$ cat src/rtl/assert_macros.svh
// assertion helpers, compiled out for synthesis
`ifndef ASSERT_MACROS_SVH
`define ASSERT_MACROS_SVH
`ifndef SYNTH
`define GCS_ASSERT(lbl, clk, rst_n, prop) \
    lbl: assert property (@(posedge clk) disable iff (!rst_n) prop) \
        else $error("gear solver assertion failed");
`define GCS_ASSERT_ALWAYS(lbl, clk, prop) \
    lbl: assert property (@(posedge clk) prop) \
        else $error("gear solver assertion failed");
`else
`define GCS_ASSERT(lbl, clk, rst_n, prop)
`define GCS_ASSERT_ALWAYS(lbl, clk, prop)
`endif
`endif

$ cat src/rtl/gcs_pkg.sv
package gcs_pkg;

    typedef logic signed [31:0] t_q16;
    typedef logic [30:0]        t_uq16;

    typedef enum logic [1:0] {
        OP_CAPTURE = 2'd0,
        OP_WARM    = 2'd1,
        OP_VEL     = 2'd2,
        OP_POS     = 2'd3
    } t_opcode;

    localparam logic [2:0] REG_GEAR_RATIO = 3'd0;
    localparam logic [2:0] REG_REF_FIRST  = 3'd1;
    localparam logic [2:0] REG_REF_SECOND = 3'd2;
    localparam logic [2:0] REG_INV_A      = 3'd3;
    localparam logic [2:0] REG_INV_B      = 3'd4;
    localparam logic [2:0] REG_INV_C      = 3'd5;
    localparam logic [2:0] REG_INV_D      = 3'd6;
    localparam logic [2:0] REG_SLOP       = 3'd7;

    localparam logic signed [31:0] Q_ONE     = 32'sh0001_0000;
    localparam logic [30:0]        SLOP_RST  = 31'd131;

    function automatic t_q16 sat_s32(input logic signed [47:0] v);
        if (v > 48'sh0000_7FFF_FFFF) begin
            return 32'sh7FFF_FFFF;
        end else if (v < -48'sh0000_8000_0000) begin
            return 32'sh8000_0000;
        end
        return v[31:0];
    endfunction

    function automatic logic signed [47:0] sx48(input logic signed [33:0] v);
        return {{14{v[33]}}, v};
    endfunction

endpackage

$ cat src/rtl/gcs_in_if.sv
interface gcs_in_if;
    logic                 valid;
    logic                 ready;
    logic [1:0]           opcode;
    gcs_pkg::t_q16        omega_a;
    gcs_pkg::t_q16        omega_b;
    gcs_pkg::t_q16        omega_c;
    gcs_pkg::t_q16        omega_d;
    gcs_pkg::t_q16        angle_a;
    gcs_pkg::t_q16        angle_b;
    gcs_pkg::t_q16        angle_c;
    gcs_pkg::t_q16        angle_d;

    modport source (output valid, opcode, omega_a, omega_b, omega_c, omega_d,
                    angle_a, angle_b, angle_c, angle_d, input ready);
    modport sink   (input valid, opcode, omega_a, omega_b, omega_c, omega_d,
                    angle_a, angle_b, angle_c, angle_d, output ready);
endinterface

$ cat src/rtl/gcs_out_if.sv
interface gcs_out_if;
    logic          valid;
    logic          ready;
    gcs_pkg::t_q16 result_a;
    gcs_pkg::t_q16 result_b;
    gcs_pkg::t_q16 result_c;
    gcs_pkg::t_q16 result_d;
    logic          converged;

    modport source (output valid, result_a, result_b, result_c, result_d, converged,
                    input ready);
    modport sink   (input valid, result_a, result_b, result_c, result_d, converged,
                    output ready);
endinterface

$ cat src/rtl/gear_constraint_solver_unit.sv
// operations: capture, velocity solve, warm start and position pass; the
// position pass runs up to 9 bit-serial multiplies plus one restoring division
// throughput: one transfer at a time; the next item is taken once the
// result sits in the output register; reset is synchronous, active low,
// and restores the register defaults and clears the solver state
`include "assert_macros.svh"

module gear_constraint_solver_unit (
    input  logic             i_clk,
    input  logic             i_rst_n,
    gcs_in_if.sink           i_item,
    gcs_out_if.source        o_result,
    input  logic             psel,
    input  logic             penable,
    input  logic             pwrite,
    input  logic [4:0]       paddr,
    input  logic [31:0]      pwdata,
    output logic [31:0]      prdata,
    output logic             pready
);

    typedef enum logic [4:0] {
        S_IDLE = 5'b00001,
        S_EXEC = 5'b00010,
        S_MUL  = 5'b00100,
        S_DIV  = 5'b01000,
        S_DONE = 5'b10000
    } t_state;

    localparam logic [4:0] PC_APPLY = 5'd16;

    // configuration
    gcs_pkg::t_q16  r_ratio, r_ref1, r_ref2;
    gcs_pkg::t_uq16 r_ia, r_ib, r_ic, r_id, r_slop;
    // solver state
    gcs_pkg::t_q16  r_gc, r_acc, n_gc, n_acc;
    gcs_pkg::t_uq16 r_em, n_em;

    t_state r_state, n_state;
    logic [4:0] r_pc, n_pc;
    logic [1:0] r_op;
    gcs_pkg::t_q16 r_wa, r_wb, r_wc, r_wd, r_aa, r_ab, r_ac, r_ad;

    gcs_pkg::t_q16 r_t0, r_t1, r_t2, r_imp, n_t0, n_t1, n_t2, n_imp;
    logic [33:0] r_m, n_m;
    logic r_neg, n_neg;
    gcs_pkg::t_q16 r_ra, r_rb, r_rc, r_rd, n_ra, n_rb, n_rc, n_rd;
    logic r_conv, n_conv;

    // bit-serial multiplier
    logic signed [31:0] r_ma, n_ma;
    logic signed [32:0] r_mh, n_mh;
    logic [31:0] r_ml, n_ml;
    logic [4:0] r_mcnt, n_mcnt;
    // restoring divider, one quotient bit per cycle
    logic [47:0] r_dn, n_dn;
    logic [33:0] r_dr, n_dr, r_dd, n_dd;
    logic [5:0] r_dcnt, n_dcnt;

    logic r_ovalid;
    gcs_pkg::t_q16 r_oa, r_ob, r_oc, r_od;
    logic r_oconv;

    logic signed [63:0] w_prod;
    gcs_pkg::t_q16 w_mr;
    logic signed [33:0] w_aext, w_hext, w_msum;
    logic [34:0] w_rsh;
    logic [35:0] w_trial;
    logic [31:0] w_absc;
    logic w_cfg_wr;
    logic w_load_out;

    assign w_prod = {r_mh[31:0], r_ml};
    assign w_mr   = gcs_pkg::sat_s32(w_prod[63:16]);
    assign w_aext = {{2{r_ma[31]}}, r_ma};
    assign w_hext = {r_mh[32], r_mh};
    // last multiplier bit carries negative weight
    assign w_msum = (r_mcnt == 5'd31) ? (w_hext - (r_ml[0] ? w_aext : 34'sd0))
                                      : (w_hext + (r_ml[0] ? w_aext : 34'sd0));
    assign w_rsh   = {r_dr, r_dn[47]};
    assign w_trial = {1'b0, w_rsh} - {2'b00, r_dd};
    assign w_absc  = r_t0[31] ? (32'd0 - r_t0) : r_t0;

    assign i_item.ready = (r_state == S_IDLE);
    assign w_load_out   = (r_state == S_DONE) && (!r_ovalid || o_result.ready);

    always_comb begin
        n_state = r_state;  n_pc = r_pc;
        n_gc = r_gc;  n_acc = r_acc;  n_em = r_em;
        n_t0 = r_t0;  n_t1 = r_t1;  n_t2 = r_t2;  n_imp = r_imp;
        n_m = r_m;  n_neg = r_neg;
        n_ra = r_ra;  n_rb = r_rb;  n_rc = r_rc;  n_rd = r_rd;  n_conv = r_conv;
        n_ma = r_ma;  n_mh = r_mh;  n_ml = r_ml;  n_mcnt = r_mcnt;
        n_dn = r_dn;  n_dr = r_dr;  n_dd = r_dd;  n_dcnt = r_dcnt;

        unique case (r_state)
            S_IDLE: begin
                if (i_item.valid) begin
                    n_state = S_EXEC;
                    n_pc = 5'd0;
                    n_ra = '0;  n_rb = '0;  n_rc = '0;  n_rd = '0;  n_conv = 1'b0;
                end
            end
            S_MUL: begin
                n_mh = w_msum[33:1];
                n_ml = {w_msum[0], r_ml[31:1]};
                n_mcnt = r_mcnt + 5'd1;
                if (r_mcnt == 5'd31) begin
                    n_state = S_EXEC;
                end
            end
            S_DIV: begin
                if (!w_trial[35]) begin
                    n_dr = w_trial[33:0];
                end else begin
                    n_dr = w_rsh[33:0];
                end
                n_dn = {r_dn[46:0], !w_trial[35]};
                n_dcnt = r_dcnt + 6'd1;
                if (r_dcnt == 6'd47) begin
                    n_state = S_EXEC;
                end
            end
            S_DONE: begin
                if (w_load_out) begin
                    n_state = S_IDLE;
                end
            end
            S_EXEC: begin
                n_pc = r_pc + 5'd1;
                if (r_pc >= PC_APPLY) begin
                    // shared tail: per-body impulse, velocity update or correction
                    unique case (r_pc)
                        5'd16: begin
                            n_ma = {1'b0, r_ia};  n_ml = r_imp;
                        end
                        5'd17: begin
                            n_ra = (r_op == gcs_pkg::OP_POS) ? w_mr
                                 : gcs_pkg::sat_s32(gcs_pkg::sx48({{2{r_wa[31]}}, r_wa} +
                                                                  {{2{w_mr[31]}}, w_mr}));
                            n_ma = {1'b0, r_ib};  n_ml = r_imp;
                        end
                        5'd18: begin
                            n_ma = w_mr;  n_ml = r_ratio;
                        end
                        5'd19: begin
                            n_rb = (r_op == gcs_pkg::OP_POS) ? w_mr
                                 : gcs_pkg::sat_s32(gcs_pkg::sx48({{2{r_wb[31]}}, r_wb} +
                                                                  {{2{w_mr[31]}}, w_mr}));
                            n_ma = (r_op == gcs_pkg::OP_POS) ? (32'sd0 - {1'b0, r_ic})
                                                             : {1'b0, r_ic};
                            n_ml = r_imp;
                        end
                        5'd20: begin
                            n_rc = (r_op == gcs_pkg::OP_POS) ? w_mr
                                 : gcs_pkg::sat_s32(gcs_pkg::sx48({{2{r_wc[31]}}, r_wc} -
                                                                  {{2{w_mr[31]}}, w_mr}));
                            n_ma = (r_op == gcs_pkg::OP_POS) ? (32'sd0 - {1'b0, r_id})
                                                             : {1'b0, r_id};
                            n_ml = r_imp;
                        end
                        5'd21: begin
                            n_ma = w_mr;  n_ml = r_ratio;
                        end
                        default: begin
                            n_rd = (r_op == gcs_pkg::OP_POS) ? w_mr
                                 : gcs_pkg::sat_s32(gcs_pkg::sx48({{2{r_wd[31]}}, r_wd} -
                                                                  {{2{w_mr[31]}}, w_mr}));
                        end
                    endcase
                    if (r_pc == 5'd22) begin
                        n_state = S_DONE;
                    end else begin
                        n_state = S_MUL;  n_mh = '0;  n_mcnt = '0;
                    end
                end else begin
                    unique case (r_op)
                        gcs_pkg::OP_CAPTURE, gcs_pkg::OP_POS: begin
                            unique case (r_pc)
                                5'd0: begin
                                    n_t0 = gcs_pkg::sat_s32(gcs_pkg::sx48(
                                        {{2{r_aa[31]}}, r_aa} - {{2{r_ac[31]}}, r_ac} -
                                        {{2{r_ref1[31]}}, r_ref1}));
                                    n_t1 = gcs_pkg::sat_s32(gcs_pkg::sx48(
                                        {{2{r_ab[31]}}, r_ab} - {{2{r_ad[31]}}, r_ad} -
                                        {{2{r_ref2[31]}}, r_ref2}));
                                end
                                5'd1: begin
                                    n_ma = r_ratio;  n_ml = r_t1;
                                    n_state = S_MUL;  n_mh = '0;  n_mcnt = '0;
                                end
                                5'd2: begin
                                    n_t0 = gcs_pkg::sat_s32(gcs_pkg::sx48(
                                        {{2{r_t0[31]}}, r_t0} + {{2{w_mr[31]}}, w_mr}));
                                    if (r_op == gcs_pkg::OP_CAPTURE) begin
                                        n_gc = gcs_pkg::sat_s32(gcs_pkg::sx48(
                                            {{2{r_t0[31]}}, r_t0} + {{2{w_mr[31]}}, w_mr}));
                                        n_state = S_DONE;
                                    end else begin
                                        n_t2 = gcs_pkg::sat_s32(gcs_pkg::sx48(
                                            {3'b000, r_ib} + {3'b000, r_id}));
                                        n_ma = r_ratio;  n_ml = r_ratio;
                                        n_state = S_MUL;  n_mh = '0;  n_mcnt = '0;
                                    end
                                end
                                5'd3: begin
                                    // position error against the captured constant
                                    n_t0 = gcs_pkg::sat_s32(gcs_pkg::sx48(
                                        {{2{r_t0[31]}}, r_t0} - {{2{r_gc[31]}}, r_gc}));
                                    n_ma = w_mr;  n_ml = r_t2;
                                    n_state = S_MUL;  n_mh = '0;  n_mcnt = '0;
                                end
                                5'd4: begin
                                    n_m = {3'b000, r_ia} + {3'b000, r_ic} +
                                          {3'b000, (w_mr[31] ? 31'd0 : w_mr[30:0])};
                                    n_conv = ({1'b0, w_absc} < {2'b00, r_slop});
                                    n_neg = !r_t0[31] && (r_t0 != 32'sd0);
                                    if (n_m == 34'd0) begin
                                        n_imp = '0;  n_pc = PC_APPLY;
                                    end else begin
                                        n_dn = {w_absc, 16'd0};  n_dr = '0;  n_dd = n_m;
                                        n_dcnt = '0;  n_state = S_DIV;
                                    end
                                end
                                default: begin
                                    if (r_neg) begin
                                        n_imp = (r_dn > 48'h0000_7FFF_FFFF) ? 32'sh8000_0000
                                                : (32'sd0 - r_dn[31:0]);
                                    end else begin
                                        n_imp = (r_dn > 48'h0000_7FFF_FFFF) ? 32'sh7FFF_FFFF
                                                : r_dn[31:0];
                                    end
                                    n_pc = PC_APPLY;
                                end
                            endcase
                        end
                        gcs_pkg::OP_WARM: begin
                            unique case (r_pc)
                                5'd0: begin
                                    n_t2 = gcs_pkg::sat_s32(gcs_pkg::sx48(
                                        {3'b000, r_ib} + {3'b000, r_id}));
                                    n_imp = r_acc;
                                    n_ma = r_ratio;  n_ml = r_ratio;
                                    n_state = S_MUL;  n_mh = '0;  n_mcnt = '0;
                                end
                                5'd1: begin
                                    n_ma = w_mr;  n_ml = r_t2;
                                    n_state = S_MUL;  n_mh = '0;  n_mcnt = '0;
                                end
                                5'd2: begin
                                    n_m = {3'b000, r_ia} + {3'b000, r_ic} +
                                          {3'b000, (w_mr[31] ? 31'd0 : w_mr[30:0])};
                                    if (n_m == 34'd0) begin
                                        n_em = '0;  n_pc = PC_APPLY;
                                    end else begin
                                        n_dn = 48'h0001_0000_0000;  n_dr = '0;  n_dd = n_m;
                                        n_dcnt = '0;  n_state = S_DIV;
                                    end
                                end
                                default: begin
                                    n_em = (r_dn > 48'h0000_7FFF_FFFF) ? 31'h7FFF_FFFF
                                           : r_dn[30:0];
                                    n_pc = PC_APPLY;
                                end
                            endcase
                        end
                        default: begin
                            unique case (r_pc)
                                5'd0: begin
                                    n_t0 = gcs_pkg::sat_s32(gcs_pkg::sx48(
                                        {{2{r_wa[31]}}, r_wa} - {{2{r_wc[31]}}, r_wc}));
                                    n_t1 = gcs_pkg::sat_s32(gcs_pkg::sx48(
                                        {{2{r_wb[31]}}, r_wb} - {{2{r_wd[31]}}, r_wd}));
                                end
                                5'd1: begin
                                    n_ma = r_ratio;  n_ml = r_t1;
                                    n_state = S_MUL;  n_mh = '0;  n_mcnt = '0;
                                end
                                5'd2: begin
                                    n_t0 = gcs_pkg::sat_s32(gcs_pkg::sx48(
                                        {{2{r_t0[31]}}, r_t0} + {{2{w_mr[31]}}, w_mr}));
                                end
                                5'd3: begin
                                    n_ma = 32'sd0 - {1'b0, r_em};  n_ml = r_t0;
                                    n_state = S_MUL;  n_mh = '0;  n_mcnt = '0;
                                end
                                default: begin
                                    n_imp = w_mr;
                                    n_acc = gcs_pkg::sat_s32(gcs_pkg::sx48(
                                        {{2{r_acc[31]}}, r_acc} + {{2{w_mr[31]}}, w_mr}));
                                    n_pc = PC_APPLY;
                                end
                            endcase
                        end
                    endcase
                end
            end
            default: begin
                n_state = S_IDLE;
            end
        endcase
    end

    assign w_cfg_wr = psel && penable && pwrite && pready;
    assign pready   = 1'b1;

    always_comb begin
        unique case (paddr[4:2])
            gcs_pkg::REG_GEAR_RATIO: prdata = r_ratio;
            gcs_pkg::REG_REF_FIRST:  prdata = r_ref1;
            gcs_pkg::REG_REF_SECOND: prdata = r_ref2;
            gcs_pkg::REG_INV_A:      prdata = {1'b0, r_ia};
            gcs_pkg::REG_INV_B:      prdata = {1'b0, r_ib};
            gcs_pkg::REG_INV_C:      prdata = {1'b0, r_ic};
            gcs_pkg::REG_INV_D:      prdata = {1'b0, r_id};
            default:                 prdata = {1'b0, r_slop};
        endcase
    end

    always_ff @(posedge i_clk) begin
        if (!i_rst_n) begin
            r_ratio <= gcs_pkg::Q_ONE;
            r_ref1 <= '0;  r_ref2 <= '0;
            r_ia <= '0;  r_ib <= '0;  r_ic <= '0;  r_id <= '0;
            r_slop <= gcs_pkg::SLOP_RST;
        end else if (w_cfg_wr) begin
            unique case (paddr[4:2])
                gcs_pkg::REG_GEAR_RATIO: r_ratio <= pwdata;
                gcs_pkg::REG_REF_FIRST:  r_ref1 <= pwdata;
                gcs_pkg::REG_REF_SECOND: r_ref2 <= pwdata;
                gcs_pkg::REG_INV_A:      r_ia <= pwdata[30:0];
                gcs_pkg::REG_INV_B:      r_ib <= pwdata[30:0];
                gcs_pkg::REG_INV_C:      r_ic <= pwdata[30:0];
                gcs_pkg::REG_INV_D:      r_id <= pwdata[30:0];
                default:                 r_slop <= pwdata[30:0];
            endcase
        end
    end

    always_ff @(posedge i_clk) begin
        if (!i_rst_n) begin
            r_state <= S_IDLE;
            r_gc <= '0;  r_acc <= '0;  r_em <= '0;
            r_ovalid <= 1'b0;
        end else begin
            r_state <= n_state;
            r_gc <= n_gc;  r_acc <= n_acc;  r_em <= n_em;
            if (w_load_out) begin
                r_ovalid <= 1'b1;
            end else if (o_result.ready) begin
                r_ovalid <= 1'b0;
            end
        end
    end

    always_ff @(posedge i_clk) begin
        r_pc <= n_pc;
        r_t0 <= n_t0;  r_t1 <= n_t1;  r_t2 <= n_t2;  r_imp <= n_imp;
        r_m <= n_m;  r_neg <= n_neg;
        r_ra <= n_ra;  r_rb <= n_rb;  r_rc <= n_rc;  r_rd <= n_rd;  r_conv <= n_conv;
        r_ma <= n_ma;  r_mh <= n_mh;  r_ml <= n_ml;  r_mcnt <= n_mcnt;
        r_dn <= n_dn;  r_dr <= n_dr;  r_dd <= n_dd;  r_dcnt <= n_dcnt;
        if (i_item.valid && i_item.ready) begin
            r_op <= i_item.opcode;
            r_wa <= i_item.omega_a;  r_wb <= i_item.omega_b;
            r_wc <= i_item.omega_c;  r_wd <= i_item.omega_d;
            r_aa <= i_item.angle_a;  r_ab <= i_item.angle_b;
            r_ac <= i_item.angle_c;  r_ad <= i_item.angle_d;
        end
        if (w_load_out) begin
            r_oa <= r_ra;  r_ob <= r_rb;  r_oc <= r_rc;  r_od <= r_rd;
            r_oconv <= r_conv;
        end
    end

    assign o_result.valid     = r_ovalid;
    assign o_result.result_a  = r_oa;
    assign o_result.result_b  = r_ob;
    assign o_result.result_c  = r_oc;
    assign o_result.result_d  = r_od;
    assign o_result.converged = r_oconv;

    `GCS_ASSERT(a_accept_starts, i_clk, i_rst_n,
        (i_item.valid && i_item.ready) |=> (r_state == S_EXEC))
    `GCS_ASSERT(a_out_drop_on_transfer, i_clk, i_rst_n,
        $fell(r_ovalid) |-> $past(o_result.ready))
    `GCS_ASSERT(a_div_only_mass_ops, i_clk, i_rst_n,
        (r_state == S_DIV) |-> (r_op == gcs_pkg::OP_WARM || r_op == gcs_pkg::OP_POS))
    `GCS_ASSERT(a_mul_runs_full, i_clk, i_rst_n,
        (r_state == S_MUL && r_mcnt != 5'd31) |=> (r_state == S_MUL))

endmodule
$ cat src/flat_wrapper.sv
// flat-port wrapper written by rule: the top's interface ports become plain ports
module gear_constraint_solver_unit_flat 
  (i_clk, i_rst_n, psel, penable, pwrite, paddr, pwdata, prdata, pready, i_item_valid, i_item_opcode, i_item_omega_a, i_item_omega_b, i_item_omega_c, i_item_omega_d, i_item_angle_a, i_item_angle_b, i_item_angle_c, i_item_angle_d, i_item_ready, o_result_valid, o_result_result_a, o_result_result_b, o_result_result_c, o_result_result_d, o_result_converged, o_result_ready);
  gcs_in_if i_item_i ();
  gcs_out_if o_result_i ();
  input  logic i_clk;
  input  logic i_rst_n;
  input  logic psel;
  input  logic penable;
  input  logic pwrite;
  input  logic [4:0] paddr;
  input  logic [31:0] pwdata;
  output logic [31:0] prdata;
  output logic pready;
  input wire logic [$bits(i_item_i.valid)-1:0] i_item_valid;
  input wire logic [$bits(i_item_i.opcode)-1:0] i_item_opcode;
  input wire logic [$bits(i_item_i.omega_a)-1:0] i_item_omega_a;
  input wire logic [$bits(i_item_i.omega_b)-1:0] i_item_omega_b;
  input wire logic [$bits(i_item_i.omega_c)-1:0] i_item_omega_c;
  input wire logic [$bits(i_item_i.omega_d)-1:0] i_item_omega_d;
  input wire logic [$bits(i_item_i.angle_a)-1:0] i_item_angle_a;
  input wire logic [$bits(i_item_i.angle_b)-1:0] i_item_angle_b;
  input wire logic [$bits(i_item_i.angle_c)-1:0] i_item_angle_c;
  input wire logic [$bits(i_item_i.angle_d)-1:0] i_item_angle_d;
  output wire logic [$bits(i_item_i.ready)-1:0] i_item_ready;
  output wire logic [$bits(o_result_i.valid)-1:0] o_result_valid;
  output wire logic [$bits(o_result_i.result_a)-1:0] o_result_result_a;
  output wire logic [$bits(o_result_i.result_b)-1:0] o_result_result_b;
  output wire logic [$bits(o_result_i.result_c)-1:0] o_result_result_c;
  output wire logic [$bits(o_result_i.result_d)-1:0] o_result_result_d;
  output wire logic [$bits(o_result_i.converged)-1:0] o_result_converged;
  input wire logic [$bits(o_result_i.ready)-1:0] o_result_ready;
  assign i_item_i.valid = i_item_valid;
  assign i_item_i.opcode = i_item_opcode;
  assign i_item_i.omega_a = i_item_omega_a;
  assign i_item_i.omega_b = i_item_omega_b;
  assign i_item_i.omega_c = i_item_omega_c;
  assign i_item_i.omega_d = i_item_omega_d;
  assign i_item_i.angle_a = i_item_angle_a;
  assign i_item_i.angle_b = i_item_angle_b;
  assign i_item_i.angle_c = i_item_angle_c;
  assign i_item_i.angle_d = i_item_angle_d;
  assign i_item_ready = i_item_i.ready;
  assign o_result_valid = o_result_i.valid;
  assign o_result_result_a = o_result_i.result_a;
  assign o_result_result_b = o_result_i.result_b;
  assign o_result_result_c = o_result_i.result_c;
  assign o_result_result_d = o_result_i.result_d;
  assign o_result_converged = o_result_i.converged;
  assign o_result_i.ready = o_result_ready;
  gear_constraint_solver_unit u_core (.i_clk(i_clk), .i_rst_n(i_rst_n), .i_item(i_item_i), .o_result(o_result_i), .psel(psel), .penable(penable), .pwrite(pwrite), .paddr(paddr), .pwdata(pwdata), .prdata(prdata), .pready(pready));
endmodule
$ cat config.mk
export PLATFORM = sky130hd
export DESIGN_NAME = gear_constraint_solver_unit_flat
export DESIGN_NICKNAME = d
export VERILOG_FILES = /design/src/rtl/gcs_pkg.sv /design/src/rtl/gcs_in_if.sv /design/src/rtl/gcs_out_if.sv /design/src/rtl/gear_constraint_solver_unit.sv /design/src/flat_wrapper.sv
export VERILOG_INCLUDE_DIRS = /design/src /design/src/rtl
export SDC_FILE = /design/constraint.sdc
export NUM_CORES = 2
export LEC_CHECK = 0
export BUFFER_PORTS_ARGS = -buffer_cell sky130_fd_sc_hd__buf_4
export CAP_MARGIN = 5
export CORE_UTILIZATION = 30
export CTS_BUF_LIST = sky130_fd_sc_hd__clkbuf_4 sky130_fd_sc_hd__clkbuf_8 sky130_fd_sc_hd__clkbuf_16
export CTS_CLUSTER_DIAMETER = 100
export DETAILED_ROUTE_END_ITERATION = 8
export GPL_TIMING_DRIVEN = 0
export HOLD_SLACK_MARGIN = 0.08
export PLACE_DENSITY = 0.45
export SLEW_MARGIN = 30
export SYNTH_ARGS = -nofsm -noshare
export SYNTH_HDL_FRONTEND = slang
export SYNTH_SLANG_ARGS = --single-unit
$ cat constraint.sdc
create_clock -name i_clk -period 8 [get_ports i_clk]
set_clock_uncertainty 0.15 [all_clocks]
set_input_delay 0.8 -clock i_clk [delete_from_list [all_inputs] [get_ports i_clk]]
set_output_delay 0.8 -clock i_clk [all_outputs]
set_load 0.02 [all_outputs]
After elaboration in Yosys (flattened, before gate mapping)
Cells that the tools add are included.
{"block": "word_totals", "reg_bits": 1226, "in_bits": 302, "output_inout_bits": 164, "wordCells": 487}
{"block": "classes", "n_addsub": 27, "n_lt_le_gt_ge": 29, "n_eq_ne": 67, "mux": 252, "bitwise": 6, "reduce_logical": 60}
{"op": "$mux W32", "n": 72}
{"op": "$pmux W32 S2", "n": 18}
{"op": "$mux W34", "n": 10}
{"op": "$gt A33 B32 Y1 const B", "n": 9}
{"op": "$lt A33 B32 Y1 const B", "n": 9}
{"op": "$pmux W32 S3", "n": 3}
{"op": "$mux W48", "n": 5}
{"op": "$sub A32 B32 Y33", "n": 7}
{"op": "$pmux W32 S7", "n": 1}
{"op": "$pmux W34 S2", "n": 3}
{"op": "$pmux W33 S2", "n": 3}
{"op": "$pmux W48 S2", "n": 2}
{"op": "$mux W33", "n": 5}
{"op": "$pmux W32 S5", "n": 1}
{"op": "$add A32 B32 Y33", "n": 4}
{"op": "$gt A34 B32 Y1 const B", "n": 3}
{"op": "$lt A34 B32 Y1 const B", "n": 3}
{"op": "$sub A1 B31 Y32 const A", "n": 3}
{"op": "$mux W31", "n": 3}
{"op": "$mux W5", "n": 18}
{"op": "$pmux W5 S2", "n": 9}
{"op": "$mux W1", "n": 89}
{"op": "$sub A33 B32 Y34", "n": 2}
{"op": "$add A31 B31 Y32", "n": 2}
{"op": "67 further kinds", "n": 157}

Longest topological paths before layout
{"block": "depth", "depth_word": 16, "ltp_mapped": 29, "ltp_nobuf": 27}

Worst setup path before layout
Ideal clock, no wire load.
{"block": "synth_timing", "path_kind": "flip-flop to flip-flop", "start": "register, netlist name u_core.r_ic[0]", "end": "register u_core.r_dd[0], enable pin", "setup_time_ps": 506, "t_arrival_ps": 8033, "t_required_ps": 7344, "slack_ps": -689, "path_stages_with_launch": 27, "n_path_buf": 2, "period_less_slack_ps": 8689, "path_cell_list": "dfxtp_1 -> ha_1 -> fa_1 -> a21o_1 -> a21oi_1 -> nor2b_1 -> o21ai_0 -> a21oi_1 -> a211oi_1 -> o31ai_1 -> o41a_1 -> a21o_1 -> a21oi_1 -> xnor2_1 -> ha_1 -> clkbuf_1 -> a21o_1 -> a21o_1 -> a21oi_1 -> nand3b_1 -> a41oi_1 -> or3_1 -> o311ai_0 -> nand4_1 -> nor3_2 -> buf_2 -> nor4_1"}
{"item": "to (signal assigned)", "line_no": "gear_constraint_solver_unit.sv:362", "text": "r_dn <= n_dn; r_dr <= n_dr; r_dd <= n_dd; r_dcnt <= n_dcnt;"}
{"item": "to (decl)", "line_no": "gear_constraint_solver_unit.sv:57", "text": "logic [33:0] r_dr, n_dr, r_dd, n_dd;"}

Worst setup path after layout
{"block": "layout_timing", "start": "register u_core.r_mh[15]", "end": "register u_core.r_rc[17] (data pin)"}
{"block": "layout_via", "elab_chain_len": 16, "word_cells_on_any_way": 20, "cone_classes": "1 x add/sub; 4 x order compare; 15 x mux"}
{"item": "from (decl)", "line_no": "gear_constraint_solver_unit.sv:52", "text": "logic signed [32:0] r_mh, n_mh;"}
{"item": "from (signal assigned)", "line_no": "gear_constraint_solver_unit.sv:361", "text": "r_ma <= n_ma; r_mh <= n_mh; r_ml <= n_ml; r_mcnt <= n_mcnt;"}
{"item": "$lt A48 B32 Y1", "line_no": "gcs_pkg.sv:28", "text": "end else if (v < -48'sh0000_8000_0000) begin"}
{"item": "$mux W1", "line_no": "gcs_pkg.sv:28"}
{"item": "$mux W1", "line_no": "gcs_pkg.sv:26", "text": "if (v > 48'sh0000_7FFF_FFFF) begin"}
{"item": "$mux W32 *", "line_no": "gcs_pkg.sv:31", "text": "return v[31:0];"}
{"item": "$sub A32 B32 Y33", "line_no": "gear_constraint_solver_unit.sv:156", "text": ": gcs_pkg::sat_s32(gcs_pkg::sx48({{2{r_wc[31]}}, r_wc} -"}
{"item": "$lt A33 B32 Y1", "line_no": "gcs_pkg.sv:28"}
{"item": "$mux W1", "line_no": "gcs_pkg.sv:28"}
{"item": "$mux W1", "line_no": "gcs_pkg.sv:26"}
{"item": "$mux W1", "line_no": "gear_constraint_solver_unit.sv:133", "text": "unique case (r_pc)"}
{"item": "$mux W1", "line_no": "gear_constraint_solver_unit.sv:131", "text": "if (r_pc >= PC_APPLY) begin"}
{"item": "$mux W1", "line_no": "gear_constraint_solver_unit.sv:96", "text": "unique case (r_state)"}
{"item": "$mux W32", "line_no": "gcs_pkg.sv:31"}
{"item": "$mux W32 *", "line_no": "gear_constraint_solver_unit.sv:155", "text": "n_rc = (r_op == gcs_pkg::OP_POS) ? w_mr"}
{"item": "$mux W32 *", "line_no": "gear_constraint_solver_unit.sv:133"}
{"item": "$mux W32 *", "line_no": "gear_constraint_solver_unit.sv:131"}
{"item": "$pmux W32 S2 *", "line_no": "gear_constraint_solver_unit.sv:96"}
{"item": "to (signal assigned)", "line_no": "gear_constraint_solver_unit.sv:360", "text": "r_ra <= n_ra; r_rb <= n_rb; r_rc <= n_rc; r_rd <= n_rd; r_conv <= n_conv;"}
{"item": "to (decl)", "line_no": "gear_constraint_solver_unit.sv:47", "text": "gcs_pkg::t_q16 r_ra, r_rb, r_rc, r_rd, n_ra, n_rb, n_rc, n_rd;"}
Mark *: on every way between the ends. The rest lies on a longest branch, timed or not. The select of a mux whose other input is x is not followed.
A chain may end at the register's enable or synchronous reset.

==> results.md <==
- Unique masters post-synth: 106
- Slew margin rel.: 0.192
- Critical path depth: 25
- Net Sw Frac: 0.447
- I/O Buffers: around 430
- Largest stage delay, worst path: 0.58 ns
- CP Capture Point: u_core.r_rc[17]
- Placement Rows: between 150 and 200
- Final Instance Count excl. Fillers: ~14000
- Gpl congestion: 0.995
- Layout area overhead: 21.5%
- Count leader, synth: nand2_1
- Max Cap Viol: 0
- Max Slew Vio Count: 0
- Worst Path Max Fanout: 10
- Clock buffer depth: 4
- Pin count of the biggest net entering global routing: 87
- Post-synth EDFFs: 873
- Initial antenna violation count: 49
- Critical path arrival: 8.43 ns
- Period utilization: 0.988
- H-tree Lvls: 4
- Comb power frac: 0.492
- Max Fclk: 0.127 GHz
- Reg-to-reg critical path endpoint: u_core.r_rc[17]
- Total track usage: 0.303
- Startpoint types: register
- Reg2reg setup slack: 0.1 ns
- Post-synth top area share: 0.312
- Pwr dens: 314 nW/um^2
- Clk network pwr share: 0.235
- Area after DPL: 93500 um^2
- Flops & latches, synth: 1225
- Routed len/inst: ~32 um
- Yosys warns: 0
- Number of global-route vias before repair: 74300
- Clk_lat worst skew: 0.90 ns
- Final setup TNS: 0 ns
- Routed Antenna Nets: 0
- Final Cell Area: 102000 um^2
- DIE AREA: between 200000 and 300000 um^2
- Routed WL: around 450000 um
- Final #Nets: 11200
- Largest area contributor in the netlist: edfxtp_1
- Mapped Area: 84100 um^2
- Post-place setup slack: -2.23 ns
- Core area: 279000 um^2
- Commonest cells post-synth: nand2_1, edfxtp_1, a21oi_1, nor2_1, o21ai_0
- Slew @ Worst Pin: 1.20 ns
- Final hold vios: 0
- Die height: 532 um
- Critical path class: register to register
- Vias per cell: ~5.7
- Crit end category: register
- Net Sw Power: 14.4 mW
- TritonCTS clock tree: done
- Gate Count Post-Synth: 9305
- Die Wd: 532 um
- Average size of a mapped cell: 9.04 um^2
- Post-layout min period: 7.90 ns
- Clk sinks: 1225
- Post-DP HPWL: about 360000 um
- Fill cell count: between 20000 and 30000
- Leakage power: roughly 40 nW
- First-pass GRT wire length: about 600000 um
- RSZ-0062 raised after global routing: false
- Sequential power share: 0.273
- First-pass DRT Iterations: 8
- Worst setup path startpoint: u_core.r_mh[15]
- Final setup margin: ~0.1 ns
- Dominant synthesized flop cell: edfxtp_1
- Layout cell share with drive strength beyond 1: 0.111
- Register area share after synthesis: 0.395
- DRC viols: 0
- DP Cell Count: 13500
- Setup Viol. Count Final: 0
- Most frequent CP cell: buf_4
- Grt total ovfl: 0
- Status: finished clean
- Slowest CP cell: mux2i_2
- Clock Tree Root: clkbuf_16
- CTS Buf Count: 156
- Top cells by area, synth: edfxtp_1, ha_1, dfxtp_1, nand2_1, a21oi_1
- Internal: roughly 18 mW
- WP buf/inv: 8
- RR Startpoint: u_core.r_mh[15]
- R2R depth: 25
- Delay-heaviest family, CP: compound AO/OA/AOI/OAI gates
- Initial core utilization: 0.301
- VDD IR max: between 0.00015 and 0.0002 V
- Worst Hold Class: input pin to register
- IO Pins: between 400 and 500
- Critical Path RT: 8.53 ns
- Post-Syn Nets: 10200
- Via count: 80300
- Ys async rst share: 0
- Detailed Route Iter0 Violations: 9912
- Worst-path clk slew: 0.06 ns
[worst min-delay path: cells and delay by family]
family / cells / cell delay, ns
compound gates: 1 / 0.06
buf+inv: 1 / 0.18
simple gates: 1 / 0.07
[sequential cells by signal (all words and copies together) (netlist names), 33 cells and up]
name	count
u_core.r_mh	33
u_core.r_dd	33
u_core.r_dr	34
u_core.r_dn	48
[repair_timing]
action | 4_1_cts | 5_1_grt
endpoints found under the hold margin | 261 | 0
setup endpoints to repair | 367 | 213
hold buffers | 259 | 0
pin swaps | 3 | 1
cloned | 0 | 0
setup buffers | 36 | 3
resized for setup | 47 | 32
[worst min path at each step]
stage                     slack [ns]                      endpoint  cells after the start       startpoint
after floorplan                 0.25     u_core.o_result.converged                      0    u_core.r_conv
after CTS                       0.12               u_core.r_ia[15]                      3       pwdata[15]
final                           0.16               u_core.r_ia[15]                      3       pwdata[15]
after global placement          0.26  u_core.o_result.result_b[16]                      0  u_core.r_rb[16]
after global routing            0.16               u_core.r_id[15]                      3       pwdata[15]
after detailed placement        0.25  u_core.o_result.result_a[12]                      0  u_core.r_ra[12]
[metrics by stage]
stage	util	hold WS, ns	total power, mW
2_1_floorplan	-	0.250	17.7
3_3_place_gp	0.330	0.257	23.7
3_5_place_dp	0.335	0.255	23.8
4_1_cts	0.366	0.124	31.7
5_1_grt	0.366	0.162	33.4
6_report	0.366	0.159	32.1
[cell usage in the layout, fill, tap and decap left out, drive strengths merged, types with 101 or more instances in the layout]
cell type,count
ha,564
nand2,1365
a221oi,101
a21o,252
nor3,118
nor2,623
inv,484
buf,622
xor2,273
o21ai,608
dfxtp,352
a21oi,827
edfxtp,873
xnor2,322
a21boi,269
clkbuf,572
dlygate4sd3,259
nand3,126
[kinds of logic after synthesis]
family	synth area share
fa+ha+maj	0.102
flops	0.395
buf+inv	0.0443
simple gates	0.147
other cells	0.0000893
compound gates	0.233
mux	0.0156
xor+xnor	0.0620
[power groups by stage]
stage,sequential [mW],combinational (mW),clock (mW)
floorplan,8.65,9.10,0
global placement,9.16,14.5,0
detailed placement,8.87,15.0,0
CTS,8.74,15.3,7.66
global route,8.80,16.7,7.88
finish,8.77,15.8,7.55
[final cells by class]
class | count | area (um^2) | share of cell area
multi-input combinational | 7137 | 47700 | 0.467
sequential | 1225 | 33300 | 0.325
timing repair buffer | 793 | 7270 | 0.0711
tap | 3724 | 4660 | 0.0456
clock buffer | 208 | 4540 | 0.0444
buffer | 452 | 1940 | 0.0190
inverter | 489 | 1900 | 0.0186
clock inverter | 70 | 878 | 0.00859
antenna | 23 | 57.6 | 0.000563
[metal layers]
metal | wire length (um) | share of wire | GRT usage
met4 | 26600 | 0.060 | 0.160
met1 | 197000 | 0.44 | 0.425
met2 | 185000 | 0.41 | 0.442
met3 | 38000 | 0.085 | 0.0529
met5 | 112 | 0.00025 | 0
No activity file was read; power rests on OpenSTA's default activity.
